<file path="src/hw/rtl/serial_adc_capture_sequencer_top_assert.svh">
// Assertion macros for the serial ADC capture sequencer.
// No dependencies; included by serial_adc_capture_sequencer_top.sv.
`ifndef SERIAL_ADC_CAPTURE_SEQUENCER_TOP_ASSERT_SVH
`define SERIAL_ADC_CAPTURE_SEQUENCER_TOP_ASSERT_SVH
`ifndef ASSERT_OFF
// implication checked at every clock edge outside reset
`define SADC_ASSERT_IMPL(lbl, clk, rstn, ante, cons, msg) \
  lbl: assert property (@(posedge clk) disable iff (!rstn) (ante) |-> (cons)) \
    else $error(msg);
// implication whose consequent is checked at the next clock edge
`define SADC_ASSERT_NEXT(lbl, clk, rstn, ante, cons, msg) \
  lbl: assert property (@(posedge clk) disable iff (!rstn) (ante) |=> (cons)) \
    else $error(msg);
`else
`define SADC_ASSERT_IMPL(lbl, clk, rstn, ante, cons, msg)
`define SADC_ASSERT_NEXT(lbl, clk, rstn, ante, cons, msg)
`endif
`endif

</file>
<file path="src/hw/rtl/sadc_seq_pkg.sv">
// Package for the serial ADC capture sequencer: phase and register index codes,
// register reset values and the per-phase pin table. No dependencies.
package sadc_seq_pkg;

  localparam int unsigned TICK_W    = 16;
  localparam int unsigned CFG_IDX_W = 3;

  typedef logic [TICK_W-1:0] tick_t;

  typedef enum logic [3:0] {
    PH_IDLE    = 4'd0,
    PH_W_CONV  = 4'd1,
    PH_W_GAP   = 4'd2,
    PH_W_LO    = 4'd3,
    PH_W_HI    = 4'd4,
    PH_C_CONV  = 4'd5,
    PH_C_GAP   = 4'd6,
    PH_C_SETUP = 4'd7,
    PH_C_HI    = 4'd8,
    PH_C_LO    = 4'd9
  } phase_e;

  typedef enum logic [CFG_IDX_W-1:0] {
    CFG_RESET_EACH        = 3'd0,
    CFG_CONVERT_LOW       = 3'd1,
    CFG_CONVERT_TO_SELECT = 3'd2,
    CFG_SELECT_SETUP      = 3'd3,
    CFG_CLOCK_HALF        = 3'd4,
    CFG_WAKE_CLOCK_HALF   = 3'd5
  } cfg_idx_e;

  localparam logic  RST_RESET_EACH        = 1'b1;
  localparam tick_t RST_CONVERT_LOW       = 16'd10;
  localparam tick_t RST_CONVERT_TO_SELECT = 16'd20;
  localparam tick_t RST_SELECT_SETUP      = 16'd5;
  localparam tick_t RST_CLOCK_HALF        = 16'd274;
  localparam tick_t RST_WAKE_CLOCK_HALF   = 16'd25;

  typedef struct packed {
    logic convert;
    logic select;
    logic clock;
  } pins_t;

  function automatic pins_t phase_pins(phase_e p);
    pins_t pins;
    pins = '{convert: 1'b1, select: 1'b1, clock: 1'b0};
    case (p)
      PH_W_CONV, PH_C_CONV: pins.convert = 1'b0;
      PH_W_LO, PH_C_SETUP, PH_C_LO: pins.select = 1'b0;
      PH_W_HI, PH_C_HI: begin
        pins.select = 1'b0;
        pins.clock  = 1'b1;
      end
      default: pins = '{convert: 1'b1, select: 1'b1, clock: 1'b0};
    endcase
    return pins;
  endfunction

endpackage

</file>
<file path="src/hw/rtl/serial_adc_capture_sequencer_top.sv">
// Serial ADC capture sequencer: tick-driven master for a serial converter.
// Depends on sadc_seq_pkg and serial_adc_capture_sequencer_top_assert.svh.
//
// Usage: every request on the input channel is one timing tick carrying
// start_req, sample_count and the sampled data pin level. Each request gives
// exactly one result: the pin levels for that tick, a finished sample with its
// index and packet/capture marks when one completes, and the busy flag.
// A start with a nonzero count while idle begins a capture of up to
// MAX_SAMPLES samples; a start while busy or with count zero is ignored.
// Write timing registers through the cfg port only while no tick is in flight;
// the block does not enforce this. Each result appears in the cycle after its
// request is taken. Throughput: one request per cycle while in_stall_o is low,
// set by the single result register after the phase/timer update logic.
// Reset clears the sequencer to idle, the result register to empty and the
// timing registers to their defaults. While the result register is full and
// out_stall_i is high, in_stall_o is raised and the sequencer holds its state.
`include "serial_adc_capture_sequencer_top_assert.svh"

module serial_adc_capture_sequencer_top #(
  parameter int unsigned MAX_SAMPLES    = 2048,
  parameter int unsigned SAMPLE_BITS    = 12,
  parameter int unsigned PACKET_SAMPLES = 256,
  parameter int unsigned WAKE_CLOCKS    = 4,
  localparam int unsigned IDX_W = (MAX_SAMPLES > 1) ? $clog2(MAX_SAMPLES) : 1
) (
  input  logic                                clk_i,
  input  logic                                rst_ni,
  input  logic                                cfg_we_i,
  input  logic [sadc_seq_pkg::CFG_IDX_W-1:0]  cfg_idx_i,
  input  logic [sadc_seq_pkg::TICK_W-1:0]     cfg_wdata_i,
  input  logic                                in_valid_i,
  output logic                                in_stall_o,
  input  logic                                start_req_i,
  input  logic [15:0]                         sample_count_i,
  input  logic                                data_in_i,
  output logic                                out_valid_o,
  input  logic                                out_stall_i,
  output logic                                convert_pin_o,
  output logic                                select_pin_o,
  output logic                                clock_pin_o,
  output logic                                sample_valid_o,
  output logic [SAMPLE_BITS-1:0]              sample_value_o,
  output logic [IDX_W-1:0]                    sample_index_o,
  output logic                                packet_last_o,
  output logic                                capture_last_o,
  output logic                                busy_res_o
);
  import sadc_seq_pkg::*;

  localparam int unsigned CNT_W = $clog2(MAX_SAMPLES + 1);
  localparam int unsigned BIT_W = (SAMPLE_BITS > 1) ? $clog2(SAMPLE_BITS) : 1;
  localparam int unsigned WK_W  = (WAKE_CLOCKS > 1) ? $clog2(WAKE_CLOCKS) : 1;
  localparam int unsigned PKT_W = (PACKET_SAMPLES > 1) ? $clog2(PACKET_SAMPLES) : 1;

  logic  reset_each_q;
  tick_t convert_low_q, convert_to_select_q, select_setup_q, clock_half_q;
  tick_t wake_clock_half_q;

  phase_e                 phase_q, phase_d;
  tick_t                  tick_q, tick_d;
  logic [BIT_W-1:0]       bit_q, bit_d;
  logic [WK_W-1:0]        wake_q, wake_d;
  logic [SAMPLE_BITS-1:0] shift_q, shift_d;
  logic [CNT_W-1:0]       idx_q, idx_d, target_q, target_d;
  logic [PKT_W-1:0]       pkt_q, pkt_d;

  logic                   out_valid_q;
  pins_t                  pins_q;
  logic                   sample_valid_q, packet_last_q, capture_last_q, busy_q;
  logic [SAMPLE_BITS-1:0] sample_value_q;
  logic [IDX_W-1:0]       sample_index_q;

  logic                   in_acc;
  tick_t                  len_raw, len;
  logic                   tick_done, bit_last, wake_last, pkt_wrap, cap_last, sample_done;
  logic [CNT_W-1:0]       idx_inc, start_n;
  logic [SAMPLE_BITS:0]   shift_ext;
  phase_e                 first_ph;
  pins_t                  pins_d;
  logic                   sample_valid_d, packet_last_d, capture_last_d;
  logic [SAMPLE_BITS-1:0] sample_value_d;
  logic [IDX_W-1:0]       sample_index_d;

  assign in_stall_o = out_valid_q && out_stall_i;
  assign in_acc     = in_valid_i && !in_stall_o;

  always_ff @(posedge clk_i or negedge rst_ni) begin
    if (!rst_ni) begin
      reset_each_q        <= RST_RESET_EACH;
      convert_low_q       <= RST_CONVERT_LOW;
      convert_to_select_q <= RST_CONVERT_TO_SELECT;
      select_setup_q      <= RST_SELECT_SETUP;
      clock_half_q        <= RST_CLOCK_HALF;
      wake_clock_half_q   <= RST_WAKE_CLOCK_HALF;
    end else if (cfg_we_i) begin
      unique case (cfg_idx_i)
        CFG_RESET_EACH:        reset_each_q        <= cfg_wdata_i[0];
        CFG_CONVERT_LOW:       convert_low_q       <= cfg_wdata_i;
        CFG_CONVERT_TO_SELECT: convert_to_select_q <= cfg_wdata_i;
        CFG_SELECT_SETUP:      select_setup_q      <= cfg_wdata_i;
        CFG_CLOCK_HALF:        clock_half_q        <= cfg_wdata_i;
        CFG_WAKE_CLOCK_HALF:   wake_clock_half_q   <= cfg_wdata_i;
        default: ;
      endcase
    end
  end

  always_comb begin
    case (phase_q)
      PH_W_CONV, PH_C_CONV: len_raw = convert_low_q;
      PH_W_GAP, PH_C_GAP:   len_raw = convert_to_select_q;
      PH_W_LO, PH_W_HI:     len_raw = wake_clock_half_q;
      PH_C_SETUP:           len_raw = select_setup_q;
      default:              len_raw = clock_half_q;
    endcase
  end

  assign len         = (len_raw == '0) ? tick_t'(1) : len_raw;
  assign tick_done   = ({1'b0, tick_q} + (TICK_W + 1)'(1)) >= {1'b0, len};
  assign bit_last    = bit_q == BIT_W'(SAMPLE_BITS - 1);
  assign wake_last   = wake_q == WK_W'(WAKE_CLOCKS - 1);
  assign pkt_wrap    = pkt_q == PKT_W'(PACKET_SAMPLES - 1);
  assign idx_inc     = idx_q + CNT_W'(1);
  assign cap_last    = idx_inc == target_q;
  assign sample_done = (phase_q == PH_C_LO) && tick_done && bit_last;
  assign first_ph    = reset_each_q ? PH_W_CONV : PH_C_CONV;
  assign shift_ext   = {shift_q, data_in_i};
  assign start_n     = (sample_count_i > 16'(MAX_SAMPLES)) ? CNT_W'(MAX_SAMPLES)
                                                          : sample_count_i[CNT_W-1:0];

  // next state
  always_comb begin
    phase_d  = phase_q;
    tick_d   = tick_q;
    bit_d    = bit_q;
    wake_d   = wake_q;
    shift_d  = shift_q;
    idx_d    = idx_q;
    target_d = target_q;
    pkt_d    = pkt_q;
    if (phase_q == PH_IDLE) begin
      if (start_req_i && (sample_count_i != '0)) begin
        target_d = start_n;
        idx_d    = '0;
        pkt_d    = '0;
        tick_d   = '0;
        phase_d  = first_ph;
      end
    end else begin
      if ((phase_q == PH_C_HI) && (tick_q == '0)) begin
        shift_d = shift_ext[SAMPLE_BITS-1:0];
      end
      if (!tick_done) begin
        tick_d = tick_q + tick_t'(1);
      end else begin
        tick_d = '0;
        unique case (phase_q)
          PH_W_CONV: phase_d = PH_W_GAP;
          PH_W_GAP: begin
            wake_d  = '0;
            phase_d = PH_W_LO;
          end
          PH_W_LO: phase_d = PH_W_HI;
          PH_W_HI: begin
            wake_d  = wake_q + WK_W'(1);
            phase_d = wake_last ? PH_C_CONV : PH_W_LO;
          end
          PH_C_CONV: begin
            shift_d = '0;
            phase_d = PH_C_GAP;
          end
          PH_C_GAP: begin
            bit_d   = '0;
            phase_d = PH_C_SETUP;
          end
          PH_C_SETUP: phase_d = PH_C_HI;
          PH_C_HI:    phase_d = PH_C_LO;
          PH_C_LO: begin
            if (bit_last) begin
              bit_d   = '0;
              idx_d   = idx_inc;
              pkt_d   = pkt_wrap ? '0 : pkt_q + PKT_W'(1);
              phase_d = cap_last ? PH_IDLE : first_ph;
            end else begin
              bit_d   = bit_q + BIT_W'(1);
              phase_d = PH_C_HI;
            end
          end
          default: phase_d = PH_IDLE;
        endcase
      end
    end
  end

  // result fields
  always_comb begin
    pins_d         = phase_pins(phase_q);
    sample_valid_d = sample_done;
    sample_value_d = sample_done ? shift_q : '0;
    sample_index_d = sample_done ? idx_q[IDX_W-1:0] : '0;
    capture_last_d = sample_done && cap_last;
    packet_last_d  = sample_done && (cap_last || pkt_wrap);
  end

  always_ff @(posedge clk_i or negedge rst_ni) begin
    if (!rst_ni) begin
      phase_q  <= PH_IDLE;
      tick_q   <= '0;
      bit_q    <= '0;
      wake_q   <= '0;
      shift_q  <= '0;
      idx_q    <= '0;
      target_q <= '0;
      pkt_q    <= '0;
    end else if (in_acc) begin
      phase_q  <= phase_d;
      tick_q   <= tick_d;
      bit_q    <= bit_d;
      wake_q   <= wake_d;
      shift_q  <= shift_d;
      idx_q    <= idx_d;
      target_q <= target_d;
      pkt_q    <= pkt_d;
    end
  end

  always_ff @(posedge clk_i or negedge rst_ni) begin
    if (!rst_ni) begin
      out_valid_q <= 1'b0;
    end else if (in_acc) begin
      out_valid_q <= 1'b1;
    end else if (!out_stall_i) begin
      out_valid_q <= 1'b0;
    end
  end

  always_ff @(posedge clk_i) begin
    if (in_acc) begin
      pins_q         <= pins_d;
      sample_valid_q <= sample_valid_d;
      sample_value_q <= sample_value_d;
      sample_index_q <= sample_index_d;
      packet_last_q  <= packet_last_d;
      capture_last_q <= capture_last_d;
      busy_q         <= phase_q != PH_IDLE;
    end
  end

  assign out_valid_o    = out_valid_q;
  assign convert_pin_o  = pins_q.convert;
  assign select_pin_o   = pins_q.select;
  assign clock_pin_o    = pins_q.clock;
  assign sample_valid_o = sample_valid_q;
  assign sample_value_o = sample_value_q;
  assign sample_index_o = sample_index_q;
  assign packet_last_o  = packet_last_q;
  assign capture_last_o = capture_last_q;
  assign busy_res_o     = busy_q;

  `SADC_ASSERT_IMPL(a_sample_in_read, clk_i, rst_ni, out_valid_o && sample_valid_o,
                    busy_res_o && !select_pin_o && !clock_pin_o && convert_pin_o,
                    "sample reported outside the read low half")
  `SADC_ASSERT_IMPL(a_last_marks, clk_i, rst_ni, out_valid_o && capture_last_o,
                    packet_last_o && sample_valid_o,
                    "capture end without packet end")
  `SADC_ASSERT_IMPL(a_idle_pins, clk_i, rst_ni, out_valid_o && !busy_res_o,
                    convert_pin_o && select_pin_o && !clock_pin_o && !sample_valid_o,
                    "pins not idle while not busy")
  `SADC_ASSERT_NEXT(a_end_to_idle, clk_i, rst_ni, in_acc && sample_done && cap_last,
                    phase_q == PH_IDLE,
                    "sequencer not idle after the last sample")

endmodule

</file>
<file path="config.mk">
export PLATFORM = sky130hd
export DESIGN_NAME = serial_adc_capture_sequencer_top
export DESIGN_NICKNAME = d
export VERILOG_FILES = /design/src/hw/rtl/sadc_seq_pkg.sv /design/src/hw/rtl/serial_adc_capture_sequencer_top.sv
export VERILOG_INCLUDE_DIRS = /design/src /design/src/hw/rtl
export SDC_FILE = /design/constraint.sdc
export NUM_CORES = 1
export LEC_CHECK = 0
export BUFFER_PORTS_ARGS = -buffer_cell sky130_fd_sc_hd__buf_2
export CORE_UTILIZATION = 25
export DETAILED_ROUTE_END_ITERATION = 8
export HOLD_SLACK_MARGIN = 0.1
export PLACE_DENSITY = 0.37
export SLEW_MARGIN = 40
export SYNTH_ARGS = -nofsm -noshare
export SYNTH_HDL_FRONTEND = slang
export SYNTH_SLANG_ARGS = --single-unit
</file>
<file path="constraint.sdc">
create_clock -name clk_i -period 6.85 [get_ports clk_i]
set_input_delay 0.3425 -clock clk_i [delete_from_list [all_inputs] [get_ports clk_i]]
set_output_delay 0.3425 -clock clk_i [all_outputs]
set_load 0.1 [all_outputs]
</file>
==> impl_metrics.csv <==
group,metric,value,unit
routing,met3WireLength,799,um
layout,antenna-diode-count,0,
synthesis,multiplexer_fraction_of_the_synthesized_cell_area,11.9,%
routing,detailroute.wirelength.met2,11300,um
global_route,track_usage,13.8,%
layout,multi_input_area,0.00425,mm2
power,total_power_divided_by_cell_area,321,mW/mm2
power,power.share.switching,36.0,%
critical_path,data_required_time_at_the_worst_endpoint,7180,ps
cts,worst_skew_pair_latency,450,ps
cts,clock_sinks,182,
critical_path,critical_path.reg2reg.startpoint,"phase_q[0]$_DFFE_PN0P_",
floorplan,die_w,194,um
timing,finalHoldViolCount,0,
timing,timing.fmax,206,MHz
layout,post_layout_nonfiller_instances,1388,
placement,buffer_ports.inserted,73,
flow_run,maxCapViolCount,0,
power,power_frac_comb,29.7,%
layout,synthToLayoutAreaGrowth,16.7,%
layout,utilization,29.9,%
synthesis,yosys.cell_types.count,61,
timing,setup-violations-final,0,
power,power_frac_seq,41.4,%
routing,vias,6663,
placement,placedCellCount,1354,
routing,drt_pass1_iterations,7,
floorplan,die_area,0.0375,mm2
power,p_clk_share,28.9,%
routing,wire_per_inst,17.8,um
floorplan,start_util,25.6,%
cts,ctsRootBufferMaster,"clkbuf_16",
routing,antenna_violating_nets_post_route,0,
critical_path,critical_path.max_fanout,15,
floorplan,die_h,194,um
synthesis,synth_xor_xnor_area_share,2.96,%
critical_path,cp_data_arrival_time,5190,ps
layout,post_route_cells_drive_above_1_share,26.2,%
cts,h-tree-depth,4,
layout,sequential_cell_area,0.00472,mm2
cts,post_cts_hold_buffer_count,2,
timing,timing_worst_slew_pin_value,739,ps
power,ir_drop,195,uV
critical_path,critPathKind,"reg -> reg",
timing,final_max_slew_viol_count,0,
placement,placement.setup.worst_slack,1990,ps
timing,shortest_period_the_worst_path_allows,4850,ps
critical_path,regToRegEndpoint,"idx_q[5]$_DFFE_PN0P_",
routing,remaining_drc_errors,7,
cts,number_of_buffers_on_the_longest_clock_path,2,
synthesis,synth_top_family_by_area,"simple AND/OR/NAND/NOR gates",
placement,globalplace.congestion,0.737,
synthesis,post_synth_edffs,30,
synthesis,synth_fp_nets,915,
cts,cts_made_buffers,17,
global_route,grt_start_max_net_pins,89,
floorplan,io_pins,74,
layout,most-common-layout-cells,"139 x dfrtp_1, 90 x nand2_1, 86 x mux2_2",
placement,estimated_wirelength_of_the_detail_placed_design,17400,um
critical_path,ff2ff_path_depth,15,
timing,timing.max_slew.rel_slack,50.8,%
layout,num-fill-cells,3747,
synthesis,synth_cells,851,
timing,hold_ws,146,ps
timing,fin_tns_setup,0,ps
floorplan,floorplan.rows,69,
synthesis,dominantRegCellSynth,"dfrtp_1",
critical_path,critPathCapture,"idx_q[5]$_DFFE_PN0P_",
synthesis,synthesis.area_per_instance,10.8,um2
routing,wirelength,24700,um
power,cellInternalPower,2.20,mW
cts,clkSlewWorstSetupHoldPaths,70,ps
timing,setup_slack,2000,ps
global_route,grt_pass1_vias,6872,
timing,period_share,70.9,%
critical_path,critical_path_endpoint_category,"flop",
routing,wl_met1,12400,um
routing,dr.max_layer_used,"met4",
critical_path,reg2reg_setup_slack,2000,ps
global_route,global_route.overflow_total,0,
cts,tritoncts,"yes",
cts,cts_resized,0,
power,power.switching,1.24,mW
synthesis,synth_area_in_compound_gates,12.6,%
synthesis,synth_simple_gate_area_share,15.3,%
critical_path,beginning_of_the_critical_path,"phase_q[0]$_DFFE_PN0P_",
cts,post_cts_buffers,0,
run_status,violated_checks,"design-rule violations",
min_path,hp-class,"in -> reg",
synthesis,synth_seq_area_share,51.5,%
synthesis,postSynthRegisterBits,182,
global_route,number_of_antenna_violations_at_the_first_check_in_global_routing,0,
synthesis,synth_async_sr_flop_share,83.5,%
routing,drt_iter0_drc,354,
critical_path,critical_path.startpoint_type,"flop",
synthesis,netlist_area,0.00917,mm2
layout,finish.net_count,978,
routing,viasPerCell,4.80,
layout,mostFrequentLayoutCell,"dfrtp_1",
synthesis,synth_adder_area_share,3.00,%
global_route,wire_length_of_the_first_global_routing_pass,40100,um
timing,fin_worst_skew,12.4,ps
floorplan,floorplan.core_area,0.0358,mm2
timing,setup_repair_after_global_routing_missed_its_margin,"false",
power,cellLeakagePower,4.54,nW
synthesis,warnings_from_yosys,0,
run_status,outcome,"finished, violations left",
state kept, by name, summed over array words and instances, names as in the netlist, 2 cells and up:
signal               count
wake_clock_half_q       16
convert_to_select_q     16
phase_q                  4
idx_q                   12
tick_q                  16
target_q                12
bit_q                    4
clock_half_q            16
select_setup_q          16
sample_value_o          12
shift_q                 12
wake_q                   2
convert_low_q           16
sample_index_o          11
pkt_q                    8
through the flow:
step	area, um2	total power [mW]
finish	10700	3.43
global route	10700	3.67
CTS	10700	3.50
detailed placement	10100	2.49
global placement	10000	2.48
floorplan	9170	2.15
Yosys cell counts (14+ instances only):
master | number | share of area, %
a21oi_1 | 46 | 2.5
a221oi_1 | 14 | 1.3
a22oi_1 | 14 | 1.1
and2_1 | 24 | 1.6
and3_1 | 16 | 1.1
buf_2 | 16 | 0.87
clkbuf_1 | 28 | 1.1
dfrtp_1 | 139 | 38
edfxtp_1 | 30 | 9.8
ha_1 | 22 | 3.0
mux2_2 | 86 | 11
nand2_1 | 90 | 3.7
nand3_1 | 25 | 1.4
nor2_1 | 52 | 2.1
o21ai_0 | 57 | 3.1
xor2_1 | 18 | 1.7
worst min path at each step:
| stage | from | cells after the start | endpoint |
|---|---|---|---|
| after global placement | rst_ni | 1 | convert_low_q[4]$_DFFE_PN0P_ |
| after floorplan | rst_ni | 0 | bit_q[0]$_DFFE_PN0P_ |
| after CTS | data_in_i | 3 | shift_q[0]$_DFFE_PN0P_ |
| after global routing | sample_count_i[5] | 3 | target_q[5]$_DFFE_PN0P_ |
| final | sample_count_i[9] | 3 | target_q[9]$_DFFE_PN0P_ |
| after detailed placement | rst_ni | 1 | convert_low_q[0]$_DFFE_PN0P_ |
cells by family (layout without fill, tap and decap cells):
| family | Yosys count | in the layout |
|---|---|---|
| flip-flops | 182 | 182 |
| buffers and inverters | 59 | 135 |
| AO/OA/AOI/OAI | 182 | 182 |
| XOR/XNOR | 31 | 31 |
| adder cells (fa/ha/maj) | 22 | 22 |
| AND/OR/NAND/NOR | 277 | 277 |
| multiplexers | 98 | 98 |
layer usage:
metal  GRT usage, %  vias up
met1           19.1     3310
li1               -     3225
met4           4.15        0
met3           2.77       14
met2           21.5      114
met5              0        -
final cells by class:
| class | count | area share, % |
|---|---|---|
| clock buffers | 20 | 4.36 |
| clock inverters | 12 | 1.08 |
| inverters | 11 | 0.386 |
| multi-input cells | 610 | 39.7 |
| flip-flops and latches | 182 | 44.1 |
| well taps | 461 | 5.39 |
| repair buffers | 92 | 4.96 |
worst max-delay path, stage by stage, from the launching register on:
cell      delay, ps
dfrtp_1         560
or2_2           430
or2_2           320
a21oi_2         610
a221oi_1        260
nand3_1         170
or3_1           110
o21ai_1          50
ha_1            290
nor2b_1          40
o21ai_0         150
a41oi_1         200
a211oi_4        390
o31a_1          470
nand2_1         360
o41ai_1         330
power groups by stage:
| stage | Sequential, mW | Combinational, mW | Clock (mW) |
|---|---|---|---|
| after CTS | 1.42 | 1.05 | 1.03 |
| final | 1.42 | 1.02 | 0.991 |
| after global placement | 1.45 | 1.04 | 0 |
| after detailed placement | 1.45 | 1.04 | 0 |
| after floorplan | 1.44 | 0.706 | 0 |
| after global routing | 1.45 | 1.15 | 1.07 |
(Power assumes the default switching activity.)
